===== config.mk =====
export PLATFORM = sky130hd
export DESIGN_NAME = programmable_sound_generator
export DESIGN_NICKNAME = d
export VERILOG_FILES = /design/src/hw/rtl/psg_pkg.sv /design/src/hw/rtl/psg_div.sv /design/src/hw/rtl/psg_dp.sv /design/src/hw/rtl/psg_ctrl.sv /design/src/hw/rtl/programmable_sound_generator.sv
export SDC_FILE = /design/constraint.sdc
export NUM_CORES = 2
export LEC_CHECK = 0
export ABC_AREA = 1
export BUFFER_PORTS_ARGS = -buffer_cell sky130_fd_sc_hd__clkbuf_2
export CAP_MARGIN = 10
export CELL_PAD_IN_SITES_DETAIL_PLACEMENT = 0
export CELL_PAD_IN_SITES_GLOBAL_PLACEMENT = 1
export CORE_ASPECT_RATIO = 0.7
export CORE_MARGIN = 3
export CORE_UTILIZATION = 52
export DETAILED_ROUTE_END_ITERATION = 12
export GPL_ROUTABILITY_DRIVEN = 0
export PLACE_DENSITY_LB_ADDON = 0.1
export SETUP_SLACK_MARGIN = 0.5
export SLEW_MARGIN = 20
export SYNTH_ARGS = -nofsm -noshare
export SYNTH_HDL_FRONTEND = slang
export SYNTH_HIERARCHICAL = 1
export SYNTH_SLANG_ARGS = --single-unit

===== constraint.sdc =====
create_clock -name i_clk -period 26.3 [get_ports i_clk]
set_input_delay 3.945 -clock i_clk [delete_from_list [all_inputs] [get_ports i_clk]]
set_output_delay 3.945 -clock i_clk [all_outputs]
set_load 0.05 [all_outputs]

===== src/hw/rtl/psg_pkg.sv =====
// Package for the programmable sound generator: shared types, constants and tables.
// Used by psg_ctrl, psg_dp and programmable_sound_generator; depends on nothing.
package psg_pkg;

    localparam int NCH = 4;
    localparam int CNT_W = 20;
    localparam int EDGE_ONE = 32768;
    localparam logic [15:0] NOISE_SEED = 16'h8000;
    localparam logic [7:0] RATE_FOLLOW = 8'h80;
    localparam logic [2:0] REG_NOISE = 3'd6;

    localparam logic [2:0] CFG_ENABLE = 3'd0;
    localparam logic [2:0] CFG_VOLSEL = 3'd1;
    localparam logic [2:0] CFG_TAPS = 3'd2;
    localparam logic [2:0] CFG_WIDTH = 3'd3;
    localparam logic [2:0] CFG_BOOST = 3'd4;
    localparam logic [2:0] CFG_STEP = 3'd5;

    typedef struct packed {
        logic write;
        logic mix_clear;
        logic mix_add;
        logic advance;
        logic tone_update;
        logic div_start;
        logic edge_start;
        logic noise_update;
        logic [1:0] ch;
        logic out_load;
    } t_cmd;

    typedef struct packed {
        logic edge_done;
    } t_status;

    function automatic logic [10:0] vol_lookup(input logic sel, input logic [3:0] v);
        logic [10:0] r;
        begin
            r = 11'd0;
            if (sel) begin
                case (v)
                    4'd0: r = 11'd1516; 4'd1: r = 11'd1205; 4'd2: r = 11'd957;
                    4'd3: r = 11'd760;  4'd4: r = 11'd603;  4'd5: r = 11'd479;
                    4'd6: r = 11'd381;  4'd7: r = 11'd303;  4'd8: r = 11'd240;
                    4'd9: r = 11'd191;  4'd10: r = 11'd152; 4'd11: r = 11'd120;
                    4'd12: r = 11'd96;  4'd13: r = 11'd76;  4'd14: r = 11'd60;
                    default: r = 11'd0;
                endcase
            end else begin
                case (v)
                    4'd0, 4'd1, 4'd2: r = 11'd892;
                    4'd3: r = 11'd760;  4'd4: r = 11'd623;  4'd5: r = 11'd497;
                    4'd6: r = 11'd404;  4'd7: r = 11'd323;  4'd8: r = 11'd257;
                    4'd9: r = 11'd198;  4'd10: r = 11'd159; 4'd11: r = 11'd123;
                    4'd12: r = 11'd96;  4'd13: r = 11'd75;  4'd14: r = 11'd60;
                    default: r = 11'd0;
                endcase
            end
            return r;
        end
    endfunction

endpackage


===== src/hw/rtl/psg_div.sv =====
// Unsigned restoring divider, one quotient bit per cycle.
// Uses no package; instantiated by psg_dp.
module psg_div #(
    parameter int NW = 48,
    parameter int DW = 42
) (
    input  logic          i_clk,
    input  logic          i_rst_n,
    input  logic          i_start,
    input  logic [NW-1:0] i_num,
    input  logic [DW-1:0] i_den,
    output logic          o_done,
    output logic [NW-1:0] o_quot
);
    localparam int CW = $clog2(NW + 1);

    logic [NW-1:0] r_q, n_q;
    logic [DW:0]   r_rem, n_rem;
    logic [DW-1:0] r_den;
    logic [CW-1:0] r_cnt, n_cnt;
    logic          r_busy, n_busy, r_done, n_done;
    logic [DW:0]   w_try;

    always_comb begin
        n_q = r_q;
        n_rem = r_rem;
        n_cnt = r_cnt;
        n_busy = r_busy;
        n_done = 1'b0;
        w_try = {r_rem[DW-1:0], r_q[NW-1]};
        if (i_start) begin
            n_q = i_num;
            n_rem = '0;
            n_cnt = CW'(NW);
            n_busy = 1'b1;
        end else if (r_busy) begin
            if (w_try >= {1'b0, r_den}) begin
                n_rem = w_try - {1'b0, r_den};
                n_q = {r_q[NW-2:0], 1'b1};
            end else begin
                n_rem = w_try;
                n_q = {r_q[NW-2:0], 1'b0};
            end
            n_cnt = r_cnt - 1'b1;
            if (r_cnt == CW'(1)) begin
                n_busy = 1'b0;
                n_done = 1'b1;
            end
        end
    end

    always_ff @(posedge i_clk) begin
        if (!i_rst_n) begin
            r_busy <= 1'b0;
            r_done <= 1'b0;
            r_cnt <= '0;
        end else begin
            r_busy <= n_busy;
            r_done <= n_done;
            r_cnt <= n_cnt;
        end
        r_q <= n_q;
        r_rem <= n_rem;
        if (i_start) begin
            r_den <= i_den;
        end
    end

    assign o_done = r_done;
    assign o_quot = r_q;
endmodule


===== src/hw/rtl/psg_dp.sv =====
// Datapath of the sound generator: registers, channel state, mixer, edge fraction.
// Depends on psg_pkg and psg_div.
module psg_dp
    import psg_pkg::*;
#(
    parameter int FRACTION_BITS = 16
) (
    input  logic                i_clk,
    input  logic                i_rst_n,
    input  t_cmd                i_cmd,
    output t_status             o_status,
    input  logic [7:0]          i_data,
    input  logic                i_cfg_we,
    input  logic [2:0]          i_cfg_idx,
    input  logic [23:0]         i_cfg_data,
    output logic signed [15:0]  o_sample
);
    localparam int FB = FRACTION_BITS;
    localparam int NB = 24 - FB + 1;
    localparam int EW = CNT_W + FB + 3;
    localparam int NUMW = EW + 16;

    logic [3:0]  r_en;
    logic        r_vsel, r_boost;
    logic [15:0] r_taps;
    logic [4:0]  r_nwid;
    logic [23:0] r_step;

    logic [9:0]  r_per [3];
    logic [3:0]  r_vol [NCH];
    logic [2:0]  r_nctl;
    logic [2:0]  r_lidx;
    logic [7:0]  r_rate;
    logic signed [CNT_W-1:0] r_cnt [NCH];
    logic [NCH-1:0] r_pol;
    logic signed [17:0] r_edge [3];
    logic [2:0]  r_evld;
    logic [15:0] r_shift;
    logic [FB-1:0] r_cfrac;
    logic [NB-1:0] r_n;
    logic signed [17:0] r_mix;
    logic signed [15:0] r_out;

    logic [1:0]  w_ch;
    logic [10:0] w_amp;
    logic signed [29:0] w_prod;
    logic signed [17:0] w_term;
    logic [24:0] w_acc;
    logic [9:0]  w_per;
    logic [NB+10:0] w_skip;
    logic [NB:0]    w_qt;
    logic [9:0]  w_divisor;
    logic        w_fb;
    logic [4:0]  w_w;
    logic [15:0] w_nshift;

    // Edge fraction divider and the quotient divider for counter reload.
    logic signed [EW-1:0] r_num, r_den;
    logic [NUMW-1:0] w_dquot;
    logic w_ddone;
    logic [NUMW-1:0] w_absnum;
    logic [EW-1:0] w_den_e;
    logic w_neg;
    logic signed [17:0] w_fclamp;

    logic [NB-1:0] r_qn;
    logic [9:0]  r_qd;
    logic [NB-1:0] r_qq;
    logic [9:0]  r_qr;
    logic [4:0]  r_qc;
    logic        r_qbusy;
    logic [10:0] w_qtry;

    assign w_ch = i_cmd.ch;
    assign w_amp = r_en[w_ch] ? vol_lookup(r_vsel, r_vol[w_ch]) : 11'd0;
    assign w_prod = $signed({1'b0, w_amp}) * r_edge[w_ch[1:0] == 2'd3 ? 2'd0 : w_ch];
    assign w_acc = {{(25-FB){1'b0}}, r_cfrac} + {1'b0, r_step};

    always_comb begin
        w_term = '0;
        if (w_ch == 2'd3) begin
            w_term = (r_shift[0]) ? (r_boost ? 18'($unsigned({w_amp, 1'b0}))
                                                : 18'($unsigned(w_amp))) : 18'sd0;
        end else if (r_evld[w_ch]) begin
            w_term = 18'(w_prod / 30'sd32768);
        end else begin
            w_term = r_pol[w_ch] ? 18'($unsigned(w_amp)) : -18'($signed({7'd0, w_amp}));
        end
    end

    assign w_per = (w_ch == 2'd3) ? 10'd0 : r_per[w_ch];
    assign w_divisor = (w_ch == 2'd3) ? {2'b0, (r_rate == 8'd0 ? 8'h10 : r_rate)}
                                      : (w_per == 10'd0 ? 10'd1 : w_per);

    // Quotient unit: n / divisor, one bit per cycle, started with div_start.
    assign w_qtry = {r_qr[9:0], r_qq[NB-1]};
    always_ff @(posedge i_clk) begin
        if (!i_rst_n) begin
            r_qbusy <= 1'b0;
            r_qc <= '0;
        end else begin
            if (i_cmd.div_start) begin
                r_qbusy <= 1'b1;
                r_qc <= 5'(NB);
            end else if (r_qbusy) begin
                r_qc <= r_qc - 1'b1;
                if (r_qc == 5'd1) begin
                    r_qbusy <= 1'b0;
                end
            end
        end
        if (i_cmd.div_start) begin
            r_qq <= r_n;
            r_qr <= '0;
            r_qd <= w_divisor;
        end else if (r_qbusy) begin
            if ({1'b0, w_qtry} >= {2'b0, r_qd}) begin
                r_qr <= 10'(w_qtry - {1'b0, r_qd});
                r_qq <= {r_qq[NB-2:0], 1'b1};
            end else begin
                r_qr <= 10'(w_qtry);
                r_qq <= {r_qq[NB-2:0], 1'b0};
            end
        end
    end
    assign w_qt = {1'b0, r_qq} + 1'b1;
    assign w_skip = (NB+11)'(w_qt) * (NB+11)'(r_qd);

    // Edge numerator and denominator from the counter value after decrement.
    logic signed [EW-1:0] w_nume, w_dene;
    always_comb begin
        w_nume = ($signed({{(EW-NB-FB){1'b0}}, r_n, {FB{1'b0}}}))
               - $signed({{(EW-FB){1'b0}}, r_cfrac})
               + ($signed(EW'(r_cnt[w_ch])) <<< (FB + 1));
        w_dene = $signed({{(EW-NB-FB){1'b0}}, r_n, {FB{1'b0}}})
               + $signed({{(EW-FB){1'b0}}, r_cfrac});
    end
    assign w_neg = r_num[EW-1];
    assign w_absnum = NUMW'(w_nume[EW-1] ? -w_nume : w_nume) << 15;
    assign w_den_e = w_dene;

    psg_div #(.NW(NUMW), .DW(EW)) u_div (
        .i_clk(i_clk),
        .i_rst_n(i_rst_n),
        .i_start(i_cmd.edge_start),
        .i_num(w_absnum),
        .i_den(w_den_e),
        .o_done(w_ddone),
        .o_quot(w_dquot)
    );

    always_comb begin
        if (r_den == '0) begin
            w_fclamp = '0;
        end else if (w_dquot > NUMW'(EDGE_ONE)) begin
            w_fclamp = w_neg ? -18'sd32768 : 18'sd32768;
        end else begin
            w_fclamp = w_neg ? -$signed({2'b0, w_dquot[15:0]}) : $signed({2'b0, w_dquot[15:0]});
        end
        if (!r_pol[w_ch]) begin
            w_fclamp = -w_fclamp;
        end
    end

    always_comb begin
        w_fb = r_nctl[2] ? ^(r_shift & r_taps) : r_shift[0];
        w_w = (r_nwid == 5'd0) ? 5'd1 : (r_nwid > 5'd16 ? 5'd16 : r_nwid);
        w_nshift = (r_shift >> 1) | (16'(w_fb) << (w_w - 5'd1));
    end

    logic [2:0] w_r;
    logic [9:0] w_newper;
    always_comb begin
        w_r = i_data[7] ? i_data[6:4] : r_lidx;
        w_newper = r_per[w_r[2:1] == 2'd3 ? 2'd0 : w_r[2:1]];
        if (i_data[7]) begin
            w_newper = {w_newper[9:4], i_data[3:0]};
        end else begin
            w_newper = {i_data[5:0], w_newper[3:0]};
        end
        if (w_newper == 10'd0) begin
            w_newper = 10'd1;
        end
    end

    always_ff @(posedge i_clk) begin
        if (!i_rst_n) begin
            r_en <= 4'd15; r_vsel <= 1'b1; r_taps <= 16'h0009; r_nwid <= 5'd16;
            r_boost <= 1'b0; r_step <= 24'd332468;
            for (int i = 0; i < 3; i++) begin
                r_per[i] <= 10'd1;
                r_edge[i] <= '0;
            end
            for (int i = 0; i < NCH; i++) begin
                r_vol[i] <= 4'd15;
                r_cnt[i] <= '0;
            end
            r_evld <= '0; r_pol <= '1; r_nctl <= 3'd1; r_lidx <= '0;
            r_rate <= 8'h10; r_shift <= NOISE_SEED; r_cfrac <= '0;
            r_n <= '0; r_mix <= '0; r_out <= '0; r_num <= '0; r_den <= '0;
        end else begin
            if (i_cfg_we) begin
                unique case (i_cfg_idx)
                    CFG_ENABLE: r_en <= i_cfg_data[3:0];
                    CFG_VOLSEL: r_vsel <= i_cfg_data[0];
                    CFG_TAPS:   r_taps <= i_cfg_data[15:0];
                    CFG_WIDTH:  r_nwid <= i_cfg_data[4:0];
                    CFG_BOOST:  r_boost <= i_cfg_data[0];
                    CFG_STEP:   r_step <= i_cfg_data;
                    default: ;
                endcase
            end
            if (i_cmd.write) begin
                r_lidx <= w_r;
                if (w_r == REG_NOISE) begin
                    r_nctl <= i_data[2:0];
                    r_shift <= NOISE_SEED;
                    r_rate <= 8'h10 << i_data[1:0];
                end else if (w_r[0]) begin
                    r_vol[w_r[2:1]] <= i_data[3:0];
                end else begin
                    if (w_r[2:1] != 2'd3) begin
                        r_per[w_r[2:1]] <= w_newper;
                    end
                end
            end
            if (i_cmd.mix_clear) begin
                r_mix <= '0;
            end
            if (i_cmd.mix_add) begin
                r_mix <= r_mix + w_term;
            end
            if (i_cmd.advance) begin
                r_n <= w_acc[24:FB];
                r_cfrac <= w_acc[FB-1:0];
                for (int i = 0; i < 3; i++) begin
                    r_cnt[i] <= r_cnt[i] - $signed({{(CNT_W-NB){1'b0}}, w_acc[24:FB]});
                end
                if (r_rate == RATE_FOLLOW) begin
                    r_cnt[3] <= r_cnt[2] - $signed({{(CNT_W-NB){1'b0}}, w_acc[24:FB]});
                end else begin
                    r_cnt[3] <= r_cnt[3] - $signed({{(CNT_W-NB){1'b0}}, w_acc[24:FB]});
                end
            end
            if (i_cmd.div_start) begin
                r_num <= w_nume;
                r_den <= w_dene;
            end
            if (i_cmd.tone_update) begin
                if (r_cnt[w_ch] <= 0) begin
                    r_cnt[w_ch] <= r_cnt[w_ch] + $signed(CNT_W'(w_skip));
                    if (w_divisor > 10'd1) begin
                        r_edge[w_ch] <= w_fclamp;
                        r_evld[w_ch] <= 1'b1;
                        r_pol[w_ch] <= ~r_pol[w_ch];
                    end else begin
                        r_pol[w_ch] <= 1'b1;
                        r_evld[w_ch] <= 1'b0;
                    end
                end else begin
                    r_evld[w_ch] <= 1'b0;
                end
            end
            if (i_cmd.noise_update && r_cnt[3] <= 0) begin
                r_pol[3] <= ~r_pol[3];
                if (r_rate != RATE_FOLLOW) begin
                    r_cnt[3] <= r_cnt[3] + $signed(CNT_W'(w_skip));
                end
                if (!r_pol[3]) begin
                    r_shift <= w_nshift;
                end
            end
            if (i_cmd.out_load) begin
                r_out <= r_mix[15:0];
            end
        end
    end

    assign o_status.edge_done = w_ddone;
    assign o_sample = r_out;
endmodule


===== src/hw/rtl/psg_ctrl.sv =====
// Sequencer of the sound generator: handshakes and per-channel step order.
// Depends on psg_pkg.
module psg_ctrl
    import psg_pkg::*;
(
    input  logic    i_clk,
    input  logic    i_rst_n,
    input  logic    i_valid,
    output logic    o_ready,
    input  logic    i_func,
    output logic    o_valid,
    input  logic    i_ready,
    output t_cmd    o_cmd,
    input  t_status i_status
);
    typedef enum logic [7:0] {
        S_IDLE = 8'b0000_0001,
        S_MIX  = 8'b0000_0010,
        S_ADV  = 8'b0000_0100,
        S_QDIV = 8'b0000_1000,
        S_EDIV = 8'b0001_0000,
        S_UPD  = 8'b0010_0000,
        S_OUT  = 8'b0100_0000,
        S_HOLD = 8'b1000_0000
    } t_state;

    t_state r_state, n_state;
    logic [1:0] r_ch, n_ch;
    logic r_ovld, n_ovld;
    logic w_acc;

    assign o_ready = (r_state == S_IDLE);
    assign w_acc = i_valid && o_ready;

    always_comb begin
        n_state = r_state;
        n_ch = r_ch;
        n_ovld = r_ovld && !i_ready;
        o_cmd = '0;
        o_cmd.ch = r_ch;
        unique case (r_state)
            S_IDLE: begin
                if (w_acc) begin
                    if (i_func) begin
                        o_cmd.mix_clear = 1'b1;
                        n_ch = 2'd0;
                        n_state = S_MIX;
                    end else begin
                        o_cmd.write = 1'b1;
                    end
                end
            end
            S_MIX: begin
                o_cmd.mix_add = 1'b1;
                n_ch = r_ch + 2'd1;
                if (r_ch == 2'd3) begin
                    n_state = S_ADV;
                end
            end
            S_ADV: begin
                o_cmd.advance = 1'b1;
                n_ch = 2'd0;
                n_state = S_QDIV;
            end
            S_QDIV: begin
                o_cmd.div_start = 1'b1;
                o_cmd.edge_start = 1'b1;
                n_state = S_EDIV;
            end
            S_EDIV: begin
                if (i_status.edge_done) begin
                    n_state = S_UPD;
                end
            end
            S_UPD: begin
                if (r_ch == 2'd3) begin
                    o_cmd.noise_update = 1'b1;
                    n_state = S_OUT;
                end else begin
                    o_cmd.tone_update = 1'b1;
                    n_ch = r_ch + 2'd1;
                    n_state = S_QDIV;
                end
            end
            S_OUT: begin
                if (!r_ovld || i_ready) begin
                    o_cmd.out_load = 1'b1;
                    n_ovld = 1'b1;
                    n_state = S_IDLE;
                end
            end
            S_HOLD: n_state = S_IDLE;
            default: n_state = S_IDLE;
        endcase
    end

    always_ff @(posedge i_clk) begin
        if (!i_rst_n) begin
            r_state <= S_IDLE;
            r_ch <= '0;
            r_ovld <= 1'b0;
        end else begin
            r_state <= n_state;
            r_ch <= n_ch;
            r_ovld <= n_ovld;
        end
    end

    assign o_valid = r_ovld;
endmodule


===== src/hw/rtl/programmable_sound_generator.sv =====
// Top level of the three-tone, one-noise sound generator.
// Depends on psg_pkg, psg_ctrl and psg_dp.
//
// Items enter on the input channel (i_valid/o_ready) with i_func and i_data.
// A write item (func 0) updates the sound registers as it is accepted.
// A tick item (func 1) produces one signed sample on o_sample (o_valid/i_ready).
// A tick mixes the channels, advances the counters, then runs the bit-serial
// edge-fraction divider once per channel in turn and loads the output register;
// o_ready returns in the same cycle as o_valid is set.
// One item is worked on at a time; the finished sample sits in an output
// register, so a stalled receiver only holds the next tick at its end.
// Configuration writes (i_cfg_we, i_cfg_idx, i_cfg_data) take effect at once
// and are to be made while the block is idle.
// Reset restores the sound registers and channel state; divider working registers are not reset.
module programmable_sound_generator
    import psg_pkg::*;
#(
    parameter int FRACTION_BITS = 16
) (
    input  logic               i_clk,
    input  logic               i_rst_n,
    input  logic               i_valid,
    output logic               o_ready,
    input  logic               i_func,
    input  logic [7:0]         i_data,
    output logic               o_valid,
    input  logic               i_ready,
    output logic signed [15:0] o_sample,
    input  logic               i_cfg_we,
    input  logic [2:0]         i_cfg_idx,
    input  logic [23:0]        i_cfg_data
);
    t_cmd    w_cmd;
    t_status w_status;

    psg_ctrl u_ctrl (
        .i_clk(i_clk), .i_rst_n(i_rst_n), .i_valid(i_valid), .o_ready(o_ready),
        .i_func(i_func), .o_valid(o_valid), .i_ready(i_ready),
        .o_cmd(w_cmd), .i_status(w_status)
    );

    psg_dp #(.FRACTION_BITS(FRACTION_BITS)) u_dp (
        .i_clk(i_clk), .i_rst_n(i_rst_n), .i_cmd(w_cmd), .o_status(w_status),
        .i_data(i_data), .i_cfg_we(i_cfg_we), .i_cfg_idx(i_cfg_idx),
        .i_cfg_data(i_cfg_data), .o_sample(o_sample)
    );
endmodule

==> out/metrics.csv <==
stage;metric;value;unit
grt;grtUsageMet3;9.43;%
grt;grt_antenna_before_repair;4;
worst_setup_path;crit_required;26.85;ns
final_layout;drive_gt1_share;4.56;%
placement;post-dp-hpwl;123000;um
clock_network;h-tree-depth;2;
grt;grtUsageMet1;50.7;%
routing;vias;45100;
synth;ys_ff_latch;531;
grt;gr-total-overflow;0;
sta;setup_viol;0;
routing;ant_nets;0;
final_layout;final_cell_mix;nand2_1, inv_1, nor2_1;
sta;fin_crit;11.93;ns
sta;slew_violations;0;
sta;period_share;45.3;%
floorplan;fp.dieArea;0.0971;mm^2
synth;synth_top_area_share;18.1;%
final_layout;final_area;0.0520;mm^2
synth;synth_flop_cell;edfxtp_1;
final_layout;layout.nets;7466;
grt;grt_pass1_wl;238000;um
routing;detail_route.first_pass.iterations;8;
floorplan;start_util;52.6;%
routing;postRouteWirelength;154000;um
sta;hold_viol;0;
worst_setup_path;startpoint_type;flop;
clock_network;ctsHoldBuffers;0;
worst_setup_path;crit_path_max_fanout;25;
worst_setup_path;critPathKind;flop to flop;
clock_network;cts_tree;done;
sta;slew_headroom;23.6;%
floorplan;pin_count;59;
worst_setup_path;max_stage_delay;0.98;ns
routing;wire_per_inst;19.0;um
clock_network;cts.sinks;531;
synth;syn_area;0.0485;mm^2
min_path;hp-class;flop to flop;
floorplan;die_h;262;um
routing;vias_per_cell;5.54;
floorplan;die_width;371;um
clock_network;cts-root-buf;clkbuf_16;
synth;synth_area_leader_cell;edfxtp_1;
sta;max_freq;83.9;MHz
final_layout;layout_commonest_cell;nand2_1;
worst_setup_path;cp_slowest_cell;dfxtp_1;
status;status;complete, no violations;
floorplan;coreArea;0.0923;mm^2
grt;top_usage_layer;met1;
clock_network;clock_path_buffers;3;
worst_setup_path;endpoint_kind;flop;
grt;grt_pass1_vias;40700;
synth;yosys-top-cells-area;edfxtp_1, nand2_1, fa_1;
clock_network;post_cts_resized;0;
sta;hold_slack;0.471;ns
synth;syn_inst;6834;
worst_setup_path;worst-endpoint-arrival;12.47;ns
placement;placed_area;0.0500;mm^2
clock_network;clkLatencyLatePin;0.69;ns
synth;synth.distinct_cells;70;
synth;ys_warn_count;6;
clock_network;clk_pin_slew;0.06;ns
synth;synth_async_sr_flop_share;0;%
worst_setup_path;path_common_cell;inv_1;
grt;grt_max_degree;73;
clock_network;post_cts_buffers;0;
final_layout;area_growth;7.20;%
synth;seq_area_frac_synth;28.0;%
sta;worst_slew_pin_slew;1.13;ns
synth;syn_area_per_cell;7.10;um^2
synth;synth_edf_count;293;
placement;portBuffers;58;
run;drv_cap;0;
clock_network;cts_made_buffers;57;
sta;worst_clock_skew;0.0623;ns
sta;rsz0062_at_grt;false;
routing;detail_route.iter0.violations;4590;
sta;fin_setup_tns;0;ns
routing;drc;0;
grt;met2_usage;40.7;%
grt;track_usage;31.3;%
floorplan;rows;93;
-- cell type report --
| cell class | count | area (um^2) |
|---|---|---|
| Multi-Input combinational cell | 5059 | 30200 |
| Tap cell | 1235 | 1550 |
| Antenna cell | 1 | 2.50 |
| Fill cell | 9088 | 40300 |
| Timing Repair Buffer | 109 | 671 |
| Clock buffer | 63 | 1480 |
| Clock inverter | 42 | 462 |
| Inverter | 1098 | 4120 |
| Sequential cell | 531 | 13600 |
-- worst max-delay path, delay by kind of cell, from the launching register on --
kind | cells | cell delay (ns)
DFF | 1 | 0.98
buffers and inverters | 11 | 1.60
adders and majority gates | 9 | 4.08
and+or+nand+nor | 16 | 2.90
AOI/OAI and AO/OA | 11 | 1.59
xor gates and xnor gates | 1 | 0.66
-- flip-flops by register name, indices dropped and copies added, names as in the netlist, 16 cells and up, named ones only --
signal and cells:
u_dp/r_taps 16, u_dp/u_div/r_den 39, u_dp/r_mix 16, u_dp/r_den 24, u_dp/r_shift 16, u_dp/r_step 24, u_dp/r_cnt 80, u_dp/u_div/r_rem 39
u_dp/r_per 30, u_dp/o_sample 16, u_dp/u_div/o_quot 55, u_dp/r_edge 54, u_dp/r_vol 16, u_dp/r_cfrac 16
-- cell usage after synthesis (all sizes together) (78+ instances only) --
| cell | number |
|---|---|
| nor2 | 832 |
| xor2 | 160 |
| clkbuf | 119 |
| a21oi | 334 |
| nand3 | 305 |
| nand4 | 78 |
| o21ai | 343 |
| edfxtp | 293 |
| inv | 1085 |
| ha | 317 |
| xnor2 | 89 |
| nand2 | 1892 |
| o22ai | 92 |
| dfxtp | 238 |
| fa | 252 |
-- per-stage QoR --
step           setup WS (ns)  cells  utilization, %
3_5_place_dp           14.59   8030            54.2
3_3_place_gp           14.70   8030            54.2
4_1_cts                14.63   8135            56.3
2_1_floorplan          16.90   6864               -
5_1_grt                13.57   8137            56.4
6_report               14.37   8138            56.4
-- cells by family (layout without fill, tap and decap cells) --
| logic type | after synthesis | count (layout) | share of synthesized area, % |
|---|---|---|---|
| muxes | 2 | 2 | 0.0413 |
| adders and majority gates | 569 | 569 | 18.6 |
| buffers and inverters | 1274 | 1312 | 10.2 |
| xor gates and xnor gates | 249 | 249 | 4.50 |
| AOI/OAI and AO/OA | 949 | 949 | 11.1 |
| other | 1 | 32 | 0.00773 |
| and+or+nand+nor | 3259 | 3259 | 27.7 |
| DFF | 531 | 531 | 28.0 |
-- path summary, 6_finish.rpt --
kind / start / end / slack [ns] / cells after the start
setup / recovery: u_ctrl/r_ch[0]$_SDFFE_PN0P_ / u_dp/r_mix[14]$_SDFFE_PN0P_ / 14.37 / 48
hold / removal: u_dp/r_taps[3]$_SDFFE_PN1P_ / u_dp/r_taps[3]$_SDFFE_PN1P_ / 0.47 / 2
hold reg to reg: u_dp/r_taps[3]$_SDFFE_PN1P_ / u_dp/r_taps[3]$_SDFFE_PN1P_ / 0.47 / 2
setup reg to reg: u_ctrl/r_ch[0]$_SDFFE_PN0P_ / u_dp/r_mix[14]$_SDFFE_PN0P_ / 14.37 / 48
-- layer usage --
metal	vias up	wire length [um]
li1	21900	-
met1	21100	76700
met2	1916	57000
met3	155	18600
met4	2	2030
met5	-	112
Power is left out: the tool's default activity adds up to more than one toggle a clock period on the data nets, which glitch-free logic cannot reach.
